### config.mk
export PLATFORM = sky130hd
export DESIGN_NAME = ansi_escape_sequence_parser_unit_flat
export DESIGN_NICKNAME = d
export VERILOG_FILES = /design/src/rtl/aesp_pkg.sv /design/src/rtl/aesp_if.sv /design/src/rtl/aesp_datapath.sv /design/src/rtl/aesp_control.sv /design/src/rtl/ansi_escape_sequence_parser_unit.sv /design/src/flat_wrapper.sv
export SDC_FILE = /design/constraint.sdc
export NUM_CORES = 2
export LEC_CHECK = 0
export BUFFER_PORTS_ARGS = -buffer_cell sky130_fd_sc_hd__buf_4
export CAP_MARGIN = 10
export CELL_PAD_IN_SITES_DETAIL_PLACEMENT = 0
export CELL_PAD_IN_SITES_GLOBAL_PLACEMENT = 1
export CORE_UTILIZATION = 51
export DETAILED_ROUTE_END_ITERATION = 12
export GPL_TIMING_DRIVEN = 0
export PLACE_DENSITY = 0.88
export SETUP_SLACK_MARGIN = 0.2
export SYNTH_ARGS = -nofsm -noshare
export SYNTH_HDL_FRONTEND = slang
export SYNTH_SLANG_ARGS = --single-unit
export TNS_END_PERCENT = 1
### constraint.sdc
create_clock -name clock -period 15.35 [get_ports clock]
set_input_delay 3.8375 -clock clock [delete_from_list [all_inputs] [get_ports clock]]
set_output_delay 3.8375 -clock clock [all_outputs]
set_load 0.01 [all_outputs]
### src/rtl/aesp_pkg.sv
// Package for the escape sequence parser: modes, action codes, sizes.
// No dependencies.
`default_nettype none
package aesp_pkg;
   localparam int ParamSlots = 16;
   localparam int IntermediateLimit = 16;
   localparam int PIdxW = $clog2(ParamSlots);
   localparam int PCntW = $clog2(ParamSlots + 1);
   localparam int ICntW = $clog2(IntermediateLimit + 1);
   localparam logic [30:0] PMax = 31'h7FFF_FFFF;

   typedef enum logic [2:0] {
      M_GROUND, M_ESC, M_ESC_INT, M_CSI_ENTRY, M_CSI_PARAM, M_CSI_INT, M_STRING
   } mode_type;

   typedef enum logic [3:0] {
      A_PRINT, A_LF, A_CR, A_BS, A_TAB, A_BELL, A_CTRL, A_UP, A_DOWN, A_FWD, A_BACK,
      A_POS, A_ED, A_EL, A_SGR, A_DESIG
   } action_type;

   typedef enum logic [1:0] {C_NONE, C_DIGIT, C_SEP, C_CLEAR} pcmd_op_type;

   typedef struct packed {
      pcmd_op_type op;
      logic [3:0] digit;
      logic [PIdxW-1:0] rd_idx;
   } pcmd_type;

   typedef struct packed {
      logic [PCntW-1:0] count;
      logic [30:0] rd_data;
   } pstat_type;

   typedef struct packed {
      logic [3:0] action;
      logic [30:0] arg_one;
      logic [30:0] arg_two;
      logic [15:0] char_code;
      logic last;
   } rsp_type;
endpackage
`default_nettype wire

### src/rtl/aesp_if.sv
// Valid/ready channel interface carrying a payload of type T.
// Depends on nothing.
`default_nettype none
interface aesp_if #(parameter type T = logic) (input wire logic clock);
   logic valid;
   logic ready;
   T data;
   modport source (output valid, output data, input ready);
   modport sink (input valid, input data, output ready);
endinterface
`default_nettype wire

### src/rtl/aesp_datapath.sv
// Parameter store and accumulator; digit multiply, separator and read port.
// Depends on aesp_pkg.
`default_nettype none
module aesp_datapath (
   input wire logic clock,
   input wire logic reset,
   input wire aesp_pkg::pcmd_type cmd,
   output aesp_pkg::pstat_type stat
);
   import aesp_pkg::*;
   logic [30:0] store_ff [ParamSlots];
   logic [PCntW-1:0] count_ff, count_in;
   logic [30:0] rd_ff;
   logic [PIdxW-1:0] cur;
   logic [30:0] cur_val;
   logic [35:0] prod;
   logic [30:0] acc;

   assign cur = (count_ff == '0) ? '0 : PIdxW'(count_ff - 1'b1);
   assign cur_val = (count_ff == '0) ? 31'd0 : store_ff[cur];
   assign prod = {5'd0, cur_val} * 36'd10 + {32'd0, cmd.digit};
   assign acc = (prod > {5'd0, PMax}) ? PMax : prod[30:0];

   always_comb begin
      count_in = count_ff;
      case (cmd.op)
         C_CLEAR: count_in = '0;
         C_DIGIT: if (count_ff == '0) count_in = PCntW'(1);
         C_SEP: begin
            if (count_ff == '0) count_in = PCntW'(2);
            else if (count_ff < PCntW'(ParamSlots)) count_in = count_ff + 1'b1;
         end
         default: count_in = count_ff;
      endcase
   end

   always_ff @(posedge clock) begin
      if (reset) count_ff <= '0;
      else count_ff <= count_in;
      case (cmd.op)
         C_DIGIT: store_ff[cur] <= acc;
         C_SEP: begin
            if (count_ff == '0) begin
               store_ff[0] <= 31'd0;
               store_ff[1] <= 31'd0;
            end else if (count_ff < PCntW'(ParamSlots)) begin
               store_ff[PIdxW'(count_ff)] <= 31'd0;
            end
         end
         default: ;
      endcase
      rd_ff <= store_ff[cmd.rd_idx];
   end

   assign stat.count = count_ff;
   assign stat.rd_data = rd_ff;
endmodule
`default_nettype wire

### src/rtl/aesp_control.sv
// Parser state machine: decodes units, issues store commands, builds results.
// Depends on aesp_pkg.
`default_nettype none
module aesp_control (
   input wire logic clock,
   input wire logic reset,
   input wire logic in_valid,
   output logic in_ready,
   input wire logic [15:0] in_code,
   output logic out_valid,
   input wire logic out_ready,
   output aesp_pkg::rsp_type out_data,
   output aesp_pkg::pcmd_type cmd,
   input wire aesp_pkg::pstat_type stat
);
   import aesp_pkg::*;
   typedef enum logic [1:0] {S_RUN, S_READ, S_SGR, S_NEL} seq_type;
   mode_type mode_ff, mode_in;
   seq_type seq_ff, seq_in;
   logic [ICntW-1:0] icnt_ff, icnt_in;
   logic [6:0] ifirst_ff, ifirst_in;
   logic [PIdxW-1:0] idx_ff, idx_in;
   logic ovalid_ff, ovalid_in;
   rsp_type odata_ff, odata_in;
   logic [30:0] p0_ff, p0_in, p1;
   logic wait_ff, wait_in;
   logic [7:0] fin_ff, fin_in;
   logic take, space, hi, none, quest, bang, sgr_end;
   logic [15:0] ch;

   assign ch = in_code;
   assign hi = ch[15:8] != 8'd0;
   assign space = !ovalid_ff || out_ready;
   assign none = icnt_ff == '0;
   assign quest = icnt_ff == ICntW'(1) && ifirst_ff == 7'h3F;
   assign bang = icnt_ff == ICntW'(1) && ifirst_ff == 7'h21;
   assign sgr_end = (PCntW'(idx_ff) + 1'b1) >= stat.count;
   assign in_ready = seq_ff == S_RUN && space;
   assign take = in_valid && in_ready;
   assign out_valid = ovalid_ff;
   assign out_data = odata_ff;

   function automatic rsp_type mk(logic [3:0] a, logic [30:0] x, logic [30:0] y,
                                  logic [15:0] c, logic l);
      rsp_type r;
      r.action = a; r.arg_one = x; r.arg_two = y; r.char_code = c; r.last = l;
      return r;
   endfunction

   function automatic logic [30:0] dflt1(logic [30:0] v);
      return (v == 31'd0) ? 31'd1 : v;
   endfunction

   always_comb begin
      mode_in = mode_ff; seq_in = seq_ff; icnt_in = icnt_ff; ifirst_in = ifirst_ff;
      idx_in = idx_ff; p0_in = p0_ff; wait_in = 1'b0; fin_in = fin_ff;
      ovalid_in = ovalid_ff && !out_ready; odata_in = odata_ff;
      cmd.op = C_NONE; cmd.digit = ch[3:0]; cmd.rd_idx = idx_ff;
      p1 = (stat.count > PCntW'(1)) ? stat.rd_data : 31'd0;
      case (seq_ff)
         S_RUN: if (take) begin
            case (mode_ff)
               M_GROUND: begin
                  if (ch == 16'h1B) begin
                     cmd.op = C_CLEAR; icnt_in = '0; ifirst_in = '0; mode_in = M_ESC;
                  end else begin
                     ovalid_in = 1'b1;
                     if (hi || ch >= 16'h20)
                        odata_in = mk(A_PRINT, 31'd0, 31'd0, ch, 1'b1);
                     else if (ch == 16'h0A) odata_in = mk(A_LF, 31'd0, 31'd0, ch, 1'b1);
                     else if (ch == 16'h0D) odata_in = mk(A_CR, 31'd0, 31'd0, ch, 1'b1);
                     else if (ch == 16'h08) odata_in = mk(A_BS, 31'd0, 31'd0, ch, 1'b1);
                     else if (ch == 16'h09) odata_in = mk(A_TAB, 31'd0, 31'd0, ch, 1'b1);
                     else if (ch == 16'h07) odata_in = mk(A_BELL, 31'd0, 31'd0, ch, 1'b1);
                     else odata_in = mk(A_CTRL, 31'd0, 31'd0, ch, 1'b1);
                  end
               end
               M_ESC: begin
                  mode_in = M_GROUND;
                  if (hi) mode_in = M_GROUND;
                  else if (ch == 16'h5B) mode_in = M_CSI_ENTRY;
                  else if (ch >= 16'h28 && ch <= 16'h2F) begin
                     icnt_in = ICntW'(1); ifirst_in = ch[6:0]; mode_in = M_ESC_INT;
                  end else if (ch == 16'h50 || ch == 16'h5D || ch == 16'h58
                               || ch == 16'h5E || ch == 16'h5F) mode_in = M_STRING;
                  else if (ch == 16'h44) begin
                     ovalid_in = 1'b1; odata_in = mk(A_LF, 31'd0, 31'd0, 16'h0A, 1'b1);
                  end else if (ch == 16'h45) begin
                     ovalid_in = 1'b1; odata_in = mk(A_CR, 31'd0, 31'd0, 16'h0D, 1'b0);
                     seq_in = S_NEL;
                  end
               end
               M_ESC_INT: begin
                  mode_in = M_GROUND;
                  if (!hi && ch >= 16'h20 && ch <= 16'h7E) begin
                     if (icnt_ff == ICntW'(1)) begin
                        ovalid_in = 1'b1;
                        case (ifirst_ff)
                           7'h28: odata_in = mk(A_DESIG, 31'd0, 31'd0, ch, 1'b1);
                           7'h29, 7'h2D: odata_in = mk(A_DESIG, 31'd1, 31'd0, ch, 1'b1);
                           7'h2A, 7'h2E: odata_in = mk(A_DESIG, 31'd2, 31'd0, ch, 1'b1);
                           7'h2B, 7'h2F: odata_in = mk(A_DESIG, 31'd3, 31'd0, ch, 1'b1);
                           default: ovalid_in = ovalid_ff && !out_ready;
                        endcase
                     end
                  end
               end
               M_CSI_ENTRY, M_CSI_PARAM, M_CSI_INT: begin
                  mode_in = M_GROUND;
                  if (!hi && ch >= 16'h30 && ch <= 16'h39 && mode_ff != M_CSI_INT) begin
                     cmd.op = C_DIGIT; mode_in = M_CSI_PARAM;
                  end else if (!hi && ch == 16'h3B && mode_ff != M_CSI_INT) begin
                     cmd.op = C_SEP; mode_in = M_CSI_PARAM;
                  end else if (!hi && ((ch >= 16'h20 && ch <= 16'h2F)
                               || (mode_ff == M_CSI_ENTRY && ch >= 16'h3C && ch <= 16'h3F)))
                  begin
                     mode_in = M_CSI_INT;
                     if (icnt_ff < ICntW'(IntermediateLimit)) begin
                        icnt_in = icnt_ff + 1'b1;
                        if (none) ifirst_in = ch[6:0];
                     end
                  end else if (!hi && ch >= 16'h40 && ch <= 16'h7E) begin
                     if (none || quest || bang) begin
                        fin_in = ch[7:0]; idx_in = '0;
                        cmd.rd_idx = '0; seq_in = S_READ; wait_in = 1'b0;
                     end
                  end
               end
               default: mode_in = M_GROUND;
            endcase
         end
         S_NEL: if (space) begin
            ovalid_in = 1'b1; odata_in = mk(A_LF, 31'd0, 31'd0, 16'h0A, 1'b1);
            seq_in = S_RUN;
         end
         S_READ: begin
            // rd_ff holds param 0; fetch param 1
            wait_in = 1'b1;
            cmd.rd_idx = PIdxW'(1);
            if (!wait_ff) begin
               p0_in = (stat.count != '0) ? stat.rd_data : 31'd0;
            end else if (space) begin
               seq_in = S_RUN; ovalid_in = 1'b1; wait_in = 1'b0;
               case (fin_ff)
                  8'h41, 8'h42, 8'h43, 8'h44, 8'h48, 8'h66: begin
                     if (!none) ovalid_in = ovalid_ff && !out_ready;
                     case (fin_ff)
                        8'h41: odata_in = mk(A_UP, dflt1(p0_ff), 31'd0, 16'd0, 1'b1);
                        8'h42: odata_in = mk(A_DOWN, dflt1(p0_ff), 31'd0, 16'd0, 1'b1);
                        8'h43: odata_in = mk(A_FWD, dflt1(p0_ff), 31'd0, 16'd0, 1'b1);
                        8'h44: odata_in = mk(A_BACK, dflt1(p0_ff), 31'd0, 16'd0, 1'b1);
                        default:
                           odata_in = mk(A_POS, dflt1(p0_ff), dflt1(p1), 16'd0, 1'b1);
                     endcase
                  end
                  8'h4A, 8'h4B: begin
                     if (bang) ovalid_in = ovalid_ff && !out_ready;
                     odata_in = mk(fin_ff == 8'h4A ? A_ED : A_EL, p0_ff, 31'd0, 16'd0, 1'b1);
                  end
                  8'h6D: begin
                     odata_in = mk(A_SGR, p0_ff, 31'd0, 16'd0, stat.count <= PCntW'(1));
                     if (stat.count > PCntW'(1)) begin
                        seq_in = S_SGR; idx_in = PIdxW'(1);
                        cmd.rd_idx = PIdxW'(1);
                     end
                  end
                  default: ovalid_in = ovalid_ff && !out_ready;
               endcase
            end
         end
         S_SGR: begin
            cmd.rd_idx = idx_ff;
            if (space) begin
               ovalid_in = 1'b1;
               odata_in = mk(A_SGR, stat.rd_data, 31'd0, 16'd0, sgr_end);
               if (sgr_end) seq_in = S_RUN;
               else begin
                  idx_in = idx_ff + 1'b1; cmd.rd_idx = idx_ff + 1'b1;
               end
            end
         end
         default: seq_in = S_RUN;
      endcase
   end

   always_ff @(posedge clock) begin
      if (reset) begin
         mode_ff <= M_GROUND; seq_ff <= S_RUN; icnt_ff <= '0; ifirst_ff <= '0;
         ovalid_ff <= 1'b0; wait_ff <= 1'b0;
      end else begin
         mode_ff <= mode_in; seq_ff <= seq_in; icnt_ff <= icnt_in; ifirst_ff <= ifirst_in;
         ovalid_ff <= ovalid_in; wait_ff <= wait_in;
      end
      idx_ff <= idx_in; p0_ff <= p0_in; fin_ff <= fin_in; odata_ff <= odata_in;
   end
endmodule
`default_nettype wire

### src/rtl/ansi_escape_sequence_parser_unit.sv
// Top level of the escape sequence parser: controller plus parameter store.
// Units are accepted back to back while the output register has space; a CSI final
// stalls input in S_READ, then S_SGR for extra SGR params: single store read port.
// ESC E stalls in S_NEL. Results leave an output register; CSI ones after S_READ.
// Synchronous reset returns to ground with no parameters; store holds garbage.
// Depends on aesp_pkg, aesp_if, aesp_control, aesp_datapath.
`default_nettype none
module ansi_escape_sequence_parser_unit (
   input wire logic clock,
   input wire logic reset,
   aesp_if.sink req,
   aesp_if.source rsp
);
   import aesp_pkg::*;
   pcmd_type cmd;
   pstat_type stat;

   aesp_control u_ctrl (
      .clock(clock), .reset(reset),
      .in_valid(req.valid), .in_ready(req.ready), .in_code(req.data),
      .out_valid(rsp.valid), .out_ready(rsp.ready), .out_data(rsp.data),
      .cmd(cmd), .stat(stat)
   );

   aesp_datapath u_dp (
      .clock(clock), .reset(reset), .cmd(cmd), .stat(stat)
   );
endmodule
`default_nettype wire

### src/flat_wrapper.sv
// flat-port wrapper written by rule: the top's interface ports become plain ports
module ansi_escape_sequence_parser_unit_flat import aesp_pkg::*;
  (clock, reset, req_valid, req_data, req_ready, rsp_valid, rsp_data, rsp_ready);
  aesp_if #(.T(logic [15:0])) req_i (.clock(clock));
  aesp_if #(.T(rsp_type)) rsp_i (.clock(clock));
  input wire logic clock;
  input wire logic reset;
  input wire logic [$bits(req_i.valid)-1:0] req_valid;
  input wire logic [$bits(req_i.data)-1:0] req_data;
  output wire logic [$bits(req_i.ready)-1:0] req_ready;
  output wire logic [$bits(rsp_i.valid)-1:0] rsp_valid;
  output wire logic [$bits(rsp_i.data)-1:0] rsp_data;
  input wire logic [$bits(rsp_i.ready)-1:0] rsp_ready;
  assign req_i.valid = req_valid;
  assign req_i.data = req_data;
  assign req_ready = req_i.ready;
  assign rsp_valid = rsp_i.valid;
  assign rsp_data = rsp_i.data;
  assign rsp_i.ready = rsp_ready;
  ansi_escape_sequence_parser_unit u_core (.clock(clock), .reset(reset), .req(req_i), .rsp(rsp_i));
endmodule
Yosys cells after proc, flatten, opt, wreduce, memory -nomap -nowiden
Memories as Yosys holds them, arrays and structs flattened. A register that Yosys moved wholly into a read port is not among the register bits.
Index checks and enable logic that the tools add are counted.
{"block": "classes", "reduce_logical": 62, "bitwise_logic": 5, "mux": 142, "eq_ne": 84, "n_mul": 1, "add_sub_neg": 6, "shift": 0, "order_cmp": 15, "n_div": 0}
{"op": "83-bit 2-to-1 mux", "n": 14}
{"op": "83-bit one-hot mux with 4 select lines", "n": 3}
{"op": "83-bit one-hot mux with 3 select lines", "n": 2}
{"op": "82-bit 2-to-1 mux", "n": 4}
{"op": "31-bit 2-to-1 mux", "n": 7}
{"op": "81-bit 2-to-1 mux", "n": 2}
{"op": "16-bit by 7-bit equality test with 1-bit output, second input constant", "n": 8}
{"op": "8-bit by 7-bit equality test with 1-bit output, second input constant", "n": 9}
{"op": "16-bit by 4-bit equality test with 1-bit output, second input constant", "n": 4}
{"op": "16-bit by 6-bit >= comparator with 1-bit output, second input constant", "n": 4}
{"op": "4-bit 2-to-1 mux", "n": 16}
{"op": "7-bit by 6-bit equality test with 1-bit output, second input constant", "n": 9}
{"op": "7-bit 2-to-1 mux", "n": 9}
{"op": "31-bit logical NOT", "n": 2}
{"op": "31-bit OR reduction", "n": 2}
{"op": "5-bit 2-to-1 mux", "n": 11}
{"op": "16-bit by 6-bit less-or-equal comparator with 1-bit output, second input constant", "n": 3}
{"op": "2-bit 2-to-1 mux", "n": 24}
{"op": "3-bit != test, second input constant", "n": 16}
{"op": "35-bit by 4-bit adder with 36-bit output", "n": 1}
{"op": "36-bit by 31-bit greater-than comparator with 1-bit output, second input constant", "n": 1}
{"op": "2-bit != test, second input constant", "n": 18}
{"op": "31-bit by 3-bit multiplier with 34-bit output, second input constant", "n": 1}
{"op": "1-bit 2-to-1 mux", "n": 30}
{"op": "other kinds (54)", "n": 115}
{"block": "totals", "n_memories": 1, "register_bits": 150, "latchBits": 0, "wordCells": 331, "inputBits": 20, "mem_bits_rw": 496, "out_inout_bits": 85, "mem_bits_ro": 0}
{"name": "u_core.u_dp.store_ff", "depth": 16, "width": 31, "rd": 2, "rd_clocked_by_memory_dff": 1, "wr": 2, "line": "aesp_datapath.sv:11", "source": "logic [30:0] store_ff [ParamSlots];"}

Longest topological paths before layout
{"block": "depth", "word_depth": 15, "mapped_depth": 33, "ltp_nobuf": 25}

By module
A second synthesis with hierarchy kept.
{"block": "hier_totals", "cells_unflattened": 2819, "hier_area_um2": 34744.6}
{"module": "aesp_datapath", "area_per_inst_um2": 27520.1, "cells_per_inst": 2185, "n_inst": 1}
{"module": "aesp_control", "area_per_inst_um2": 7224.4, "cells_per_inst": 634, "n_inst": 1}

Worst setup path after synthesis
Ideal clock, no wire load.
{"block": "synth_path", "path_kind": "input to register", "start": "input port req_data[13]", "end": "register u_core.u_ctrl.odata_ff, in the netlist u_core.u_ctrl.out_data[0], enable pin", "cell_stages": 6, "arrival_time_ns": 11.478, "slack_ns": 3.214, "t_required_ns": 14.692, "setup_ns": 0.658, "n_path_buf": 0, "path_cell_list": "or4_4 > nor2_4 > or3b_4 > nor3_1 > o211ai_1 > a221oi_1"}
{"block": "synth_via", "elab_chain_cells": 7}
{"item": "start, declared", "line": "flat_wrapper.sv:9", "source": "input wire logic [$bits(req_i.data)-1:0] req_data;"}
{"item": "branches (longest 6 deep; another with 16-bit by 6-bit >= comparator with 1-bit output)"}
{"item": "16-bit AND reduction (no source line) (*)"}
{"item": "end signal, assigned", "line": "aesp_control.sv:194", "source": "idx_ff <= idx_in; p0_ff <= p0_in; fin_ff <= fin_in; odata_ff <= odata_in;"}
{"item": "end, declared", "line": "aesp_control.sv:24", "source": "rsp_type odata_ff, odata_in;"}
Every way passes the cells marked *.
A chain may end at the register's enable or synchronous reset.

==> summary.md <==
Clock tree synthesis found a total of 677 sinks. The multi-input gate area in the final layout is 0.01514 mm², and the slack of the worst reg-to-reg path is 0.61 ns. The effective utilization at floorplan came out at 51.57%. Summed over all nets, the half-perimeter wirelength after detailed placement is 103500 µm. Yosys mapped a number of flops with a built-in enable equal to 560. After synthesis, the largest family of logic cells by area is compound AO/OA/AOI/OAI gates. The logs give 3.110 mW for the internal power consumption and 3 for the number of buffers on the longest clock path. The number of pins with negative max-slew slack in the final report is 0.

The run finished with clean final reports. The clock-pin slew on the worst setup and hold paths is 0.06 ns, and the minimum clock period after layout is 14.74 ns. Entering global routing, the biggest net connects 24 pins. The number of hold violations in the final report is 0.

The detailed router finished its first iteration with 5138 violations. The run gives 7 as the first-pass iteration count of the detailed router. The first global-routing pass estimated 204400 µm of wire. Counting cells, the worst reg-to-reg path comes to 31.

For the number of DRC violations after detailed routing, the log shows 0. STA classifies the critical path startpoint as a flop. The area growth from synthesis to layout works out to 15.05%. The tools report the critical path endpoint category as a flop. The run gives 105 as the number of top-level design ports.

Across every metal layer, demand over resource in global routing totals 40.77%. In the synthesized netlist, mux cells make up 9.324% of the area. The post-synthesis async set-or-reset flop share is 0%, and the leftover overflow at the end of global routing is 0. Net switching power of the design: 0.8414 mW. For the final design utilization, the log shows 59.33%. The share of the synthesized area in compound gates (AO/OA/AOI/OAI) was 16.62%; the worst-case headroom to the max-slew limit was 2.277%. Of the available clock period, the critical path in the final layout requires 96.05%.

After Yosys synthesis, and, or, nand and nor cells account for 12.21% of the synthesized area. Setup repair after global routing left no endpoint under its margin. The commonest cells after synthesis are edfxtp_1, nand2_1, nor2_1, a21oi_1, clkbuf_1.

The initial antenna violation count came out at 4. In the post-synthesis netlist, the cell with the most instances is edfxtp_1. Data arrives at the worst endpoint at 14.98 ns.

Number of buffers inserted by port buffering: 104. The count of endpoints failing setup in the final report is 0. The final layout contains 3427 nets. The logs give 29.22k for the via count of the first global-routing pass and 0.66 ns for the clock insertion delay at the later pin of the skew report.

The total area inside the core boundary comes to 0.06859 mm². The fraction of layout instances using a drive strength above 1 was 14.84%; the leakage power summed over all cells was 14.03 nW. IR analysis of the VDD net gives a maximum drop of 0.1016 mV. Sequential cells were found to cover 54.16% of the synthesized design area.

After detailed routing, the number of vias per cell comes to 7.097. The instance count of the mapped netlist is 3106. For this design, the CTS-stage hold fixing added 0 buffers. For this run, the number of standard cells in the final layout without fillers is 4321. The number of clock buffers added by TritonCTS is 74. For this run, the number of Yosys warnings is 0. Across the run, the number of max-cap violations was 0. After routing, the total negative slack on setup checks comes to 0 ns. The clock network power share came out at 48.0%. The count of cells along the worst hold path is 2. TritonCTS built the clock tree.

Net switching is 21.29% of the power. For the pin with the worst max-slew slack, the measured transition is 1.466 ns. Among the stages of the critical path, the cell type that occurs most often is clkbuf_1. The tools report the root buffer cell as clkbuf_16. The relative contribution of sequential cells to total power was 50.2%. The final antenna-violating net count was 0; the average cell area after synthesis was 11.39 µm².

Number of placed instances, taps included: 4172. The slowest stage of the critical path belongs to the cell buf_1. The tools report the area of the mapped netlist as 0.03537 mm². Longest individual stage delay on the worst path: 1.14 ns.

The initialized floorplan defines 96 standard-cell rows. Of all nets on the critical path, the largest fanout is 14. Once the clock tree was built, the setup fixing pass inserted 0 buffers.

The power per cell area works out to 97.10 mW/mm². Measured along the x axis, the die boundary spans 265.4 µm. The most common flop cell mapped by yosys was edfxtp_1.

The floorplan step defined a die boundary enclosing 0.07041 mm². The highest clock rate came out at 67.82 MHz. The setup path with the least slack is of type flop to flop. For the area of all sequential standard cells, the log shows 0.01916 mm². After synthesis the netlist holds a flip-flop and latch count of 677. Combinational logic burns 1.7% of the power. Fill cells in the final layout number 5481. The logs give 0 for the post-cts sizing count and 146000 µm for the total length of routed wires. At the worst endpoint, the required time is 15.59 ns. The top cell type by total area after synthesis was edfxtp_1. The netlist uses 90 different library cells. Worst setup skew after layout: 0.05620 ns.

Of the post-synthesis cell area, the dominant cell type holds 47.54%. The routed length per instance is 33.78 µm. The H-tree generated during clock tree synthesis spans 3 levels. The final weighted congestion of routability-driven global placement is 1.079, and the routed via count is 30.67k.

Synthesis produced a netlist with a net count of 3201. Summing the areas of all fa, ha and maj instances in the mapped netlist gives 2.695% of the synthesized area. Yosys attributes the largest share of cell area to edfxtp_1, dfxtp_1, mux2i_1, nand2_1, a211oi_1. Path type of the worst min-delay path: flop to flop.

Of the total synthesized cell area, the portion taken by XOR and XNOR cells is 1.560%. Measured along the y axis, the die boundary spans 265.4 µm.
==> final timing paths <==
path                         startpoint                           to
max             u_core.u_dp.count_ff[0]  u_core.u_dp.store_ff[14][8]
min          u_core.u_ctrl.ifirst_ff[5]   u_core.u_ctrl.ifirst_ff[5]
max reg2reg     u_core.u_dp.count_ff[0]  u_core.u_dp.store_ff[14][8]
min reg2reg  u_core.u_ctrl.ifirst_ff[5]   u_core.u_ctrl.ifirst_ff[5]
==> per-stage QoR <==
step | total power [mW] | setup WS (ns) | hold slack [ns] | instance area (µm²)
after CTS | 3.940 | 1.000 | 0.4673 | 40530
after detailed placement | 2.091 | 1.013 | 0.4566 | 37990
after global routing | 4.016 | 0.6858 | 0.4907 | 40690
after global placement | 2.090 | 1.156 | 0.4366 | 37320
final | 3.952 | 0.6061 | 0.4765 | 40700
after floorplan | 2.053 | 3.214 | 0.4273 | 35370
==> kinds of logic after synthesis <==
| kind of cell | after synthesis |
|---|---|
| AND/OR/NAND/NOR | 892 |
| flip-flops | 677 |
| multiplexers | 273 |
| XOR/XNOR | 63 |
| buffers and inverters | 276 |
| adder cells (fa/ha/maj) | 75 |
| AO/OA/AOI/OAI | 850 |
==> power groups by stage <==
| stage | sequential, mW | clock [mW] | combinational (mW) |
|---|---|---|---|
| after floorplan | 2.03 | 0 | 0.0205 |
| after global placement | 2.03 | 0 | 0.0631 |
| after detailed placement | 2.02 | 0 | 0.0673 |
| after CTS | 1.99 | 1.89 | 0.0675 |
| after global routing | 1.99 | 1.96 | 0.0722 |
| final | 1.98 | 1.90 | 0.0686 |
==> final cells by class <==
cell class,instances,share of cell area [%]
Sequential cell,677,47.08
Multi-Input combinational cell,2153,37.21
Clock buffer,88,4.781
Timing Repair Buffer,150,3.619
Tap cell,931,2.862
Buffer,238,2.626
Clock inverter,45,1.470
Inverter,38,0.3505
Antenna cell,1,0.006149
==> routing by layer <==
layer  vias up  wire length (µm)  global-route usage [%]
li1      12495                 -                       -
met1     14839             50780                   49.38
met2      2651             61380                   59.54
met3       679             19960                   13.40
met4         4             13830                   32.92
met5         -                30                       0
==> registers in the layout, summed over array words and instances, names as in the netlist, 2 cells and up <==
register and count:
u_core.u_dp.store_ff 496, u_core.u_ctrl.out_data 83, u_core.u_ctrl.p0_ff 31, u_core.u_dp.rd_ff 31, u_core.u_ctrl.fin_ff 8, u_core.u_ctrl.ifirst_ff 7
u_core.u_ctrl.icnt_ff 5, u_core.u_dp.count_ff 5, u_core.u_ctrl.idx_ff 4, u_core.u_ctrl.mode_ff 3, u_core.u_ctrl.seq_ff 2
==> worst max-delay path: cells and delay by family, from the launching register on <==
family	cells	cell delay, ns
AND/OR/NAND/NOR	8	3.09
adder cells (fa/ha/maj)	4	1.24
buffers and inverters	11	6.08
XOR/XNOR	1	0.25
AO/OA/AOI/OAI	7	3.28
flip-flops	1	0.34
==> layout by cell type (no fill, tap or decap), drive strengths merged, types with 44 or more instances in the layout <==
| cell type | n |
|---|---|
| a211oi | 140 |
| a21oi | 168 |
| a221oi | 74 |
| a31oi | 100 |
| and2 | 71 |
| and3 | 44 |
| buf | 228 |
| clkbuf | 248 |
| dfxtp | 117 |
| edfxtp | 560 |
| ha | 73 |
| mux2 | 95 |
| mux2i | 148 |
| nand2 | 300 |
| nand3 | 67 |
| nor2 | 177 |
| nor3 | 80 |
| o21ai | 122 |
No activity file was read; power rests on OpenSTA's default activity.
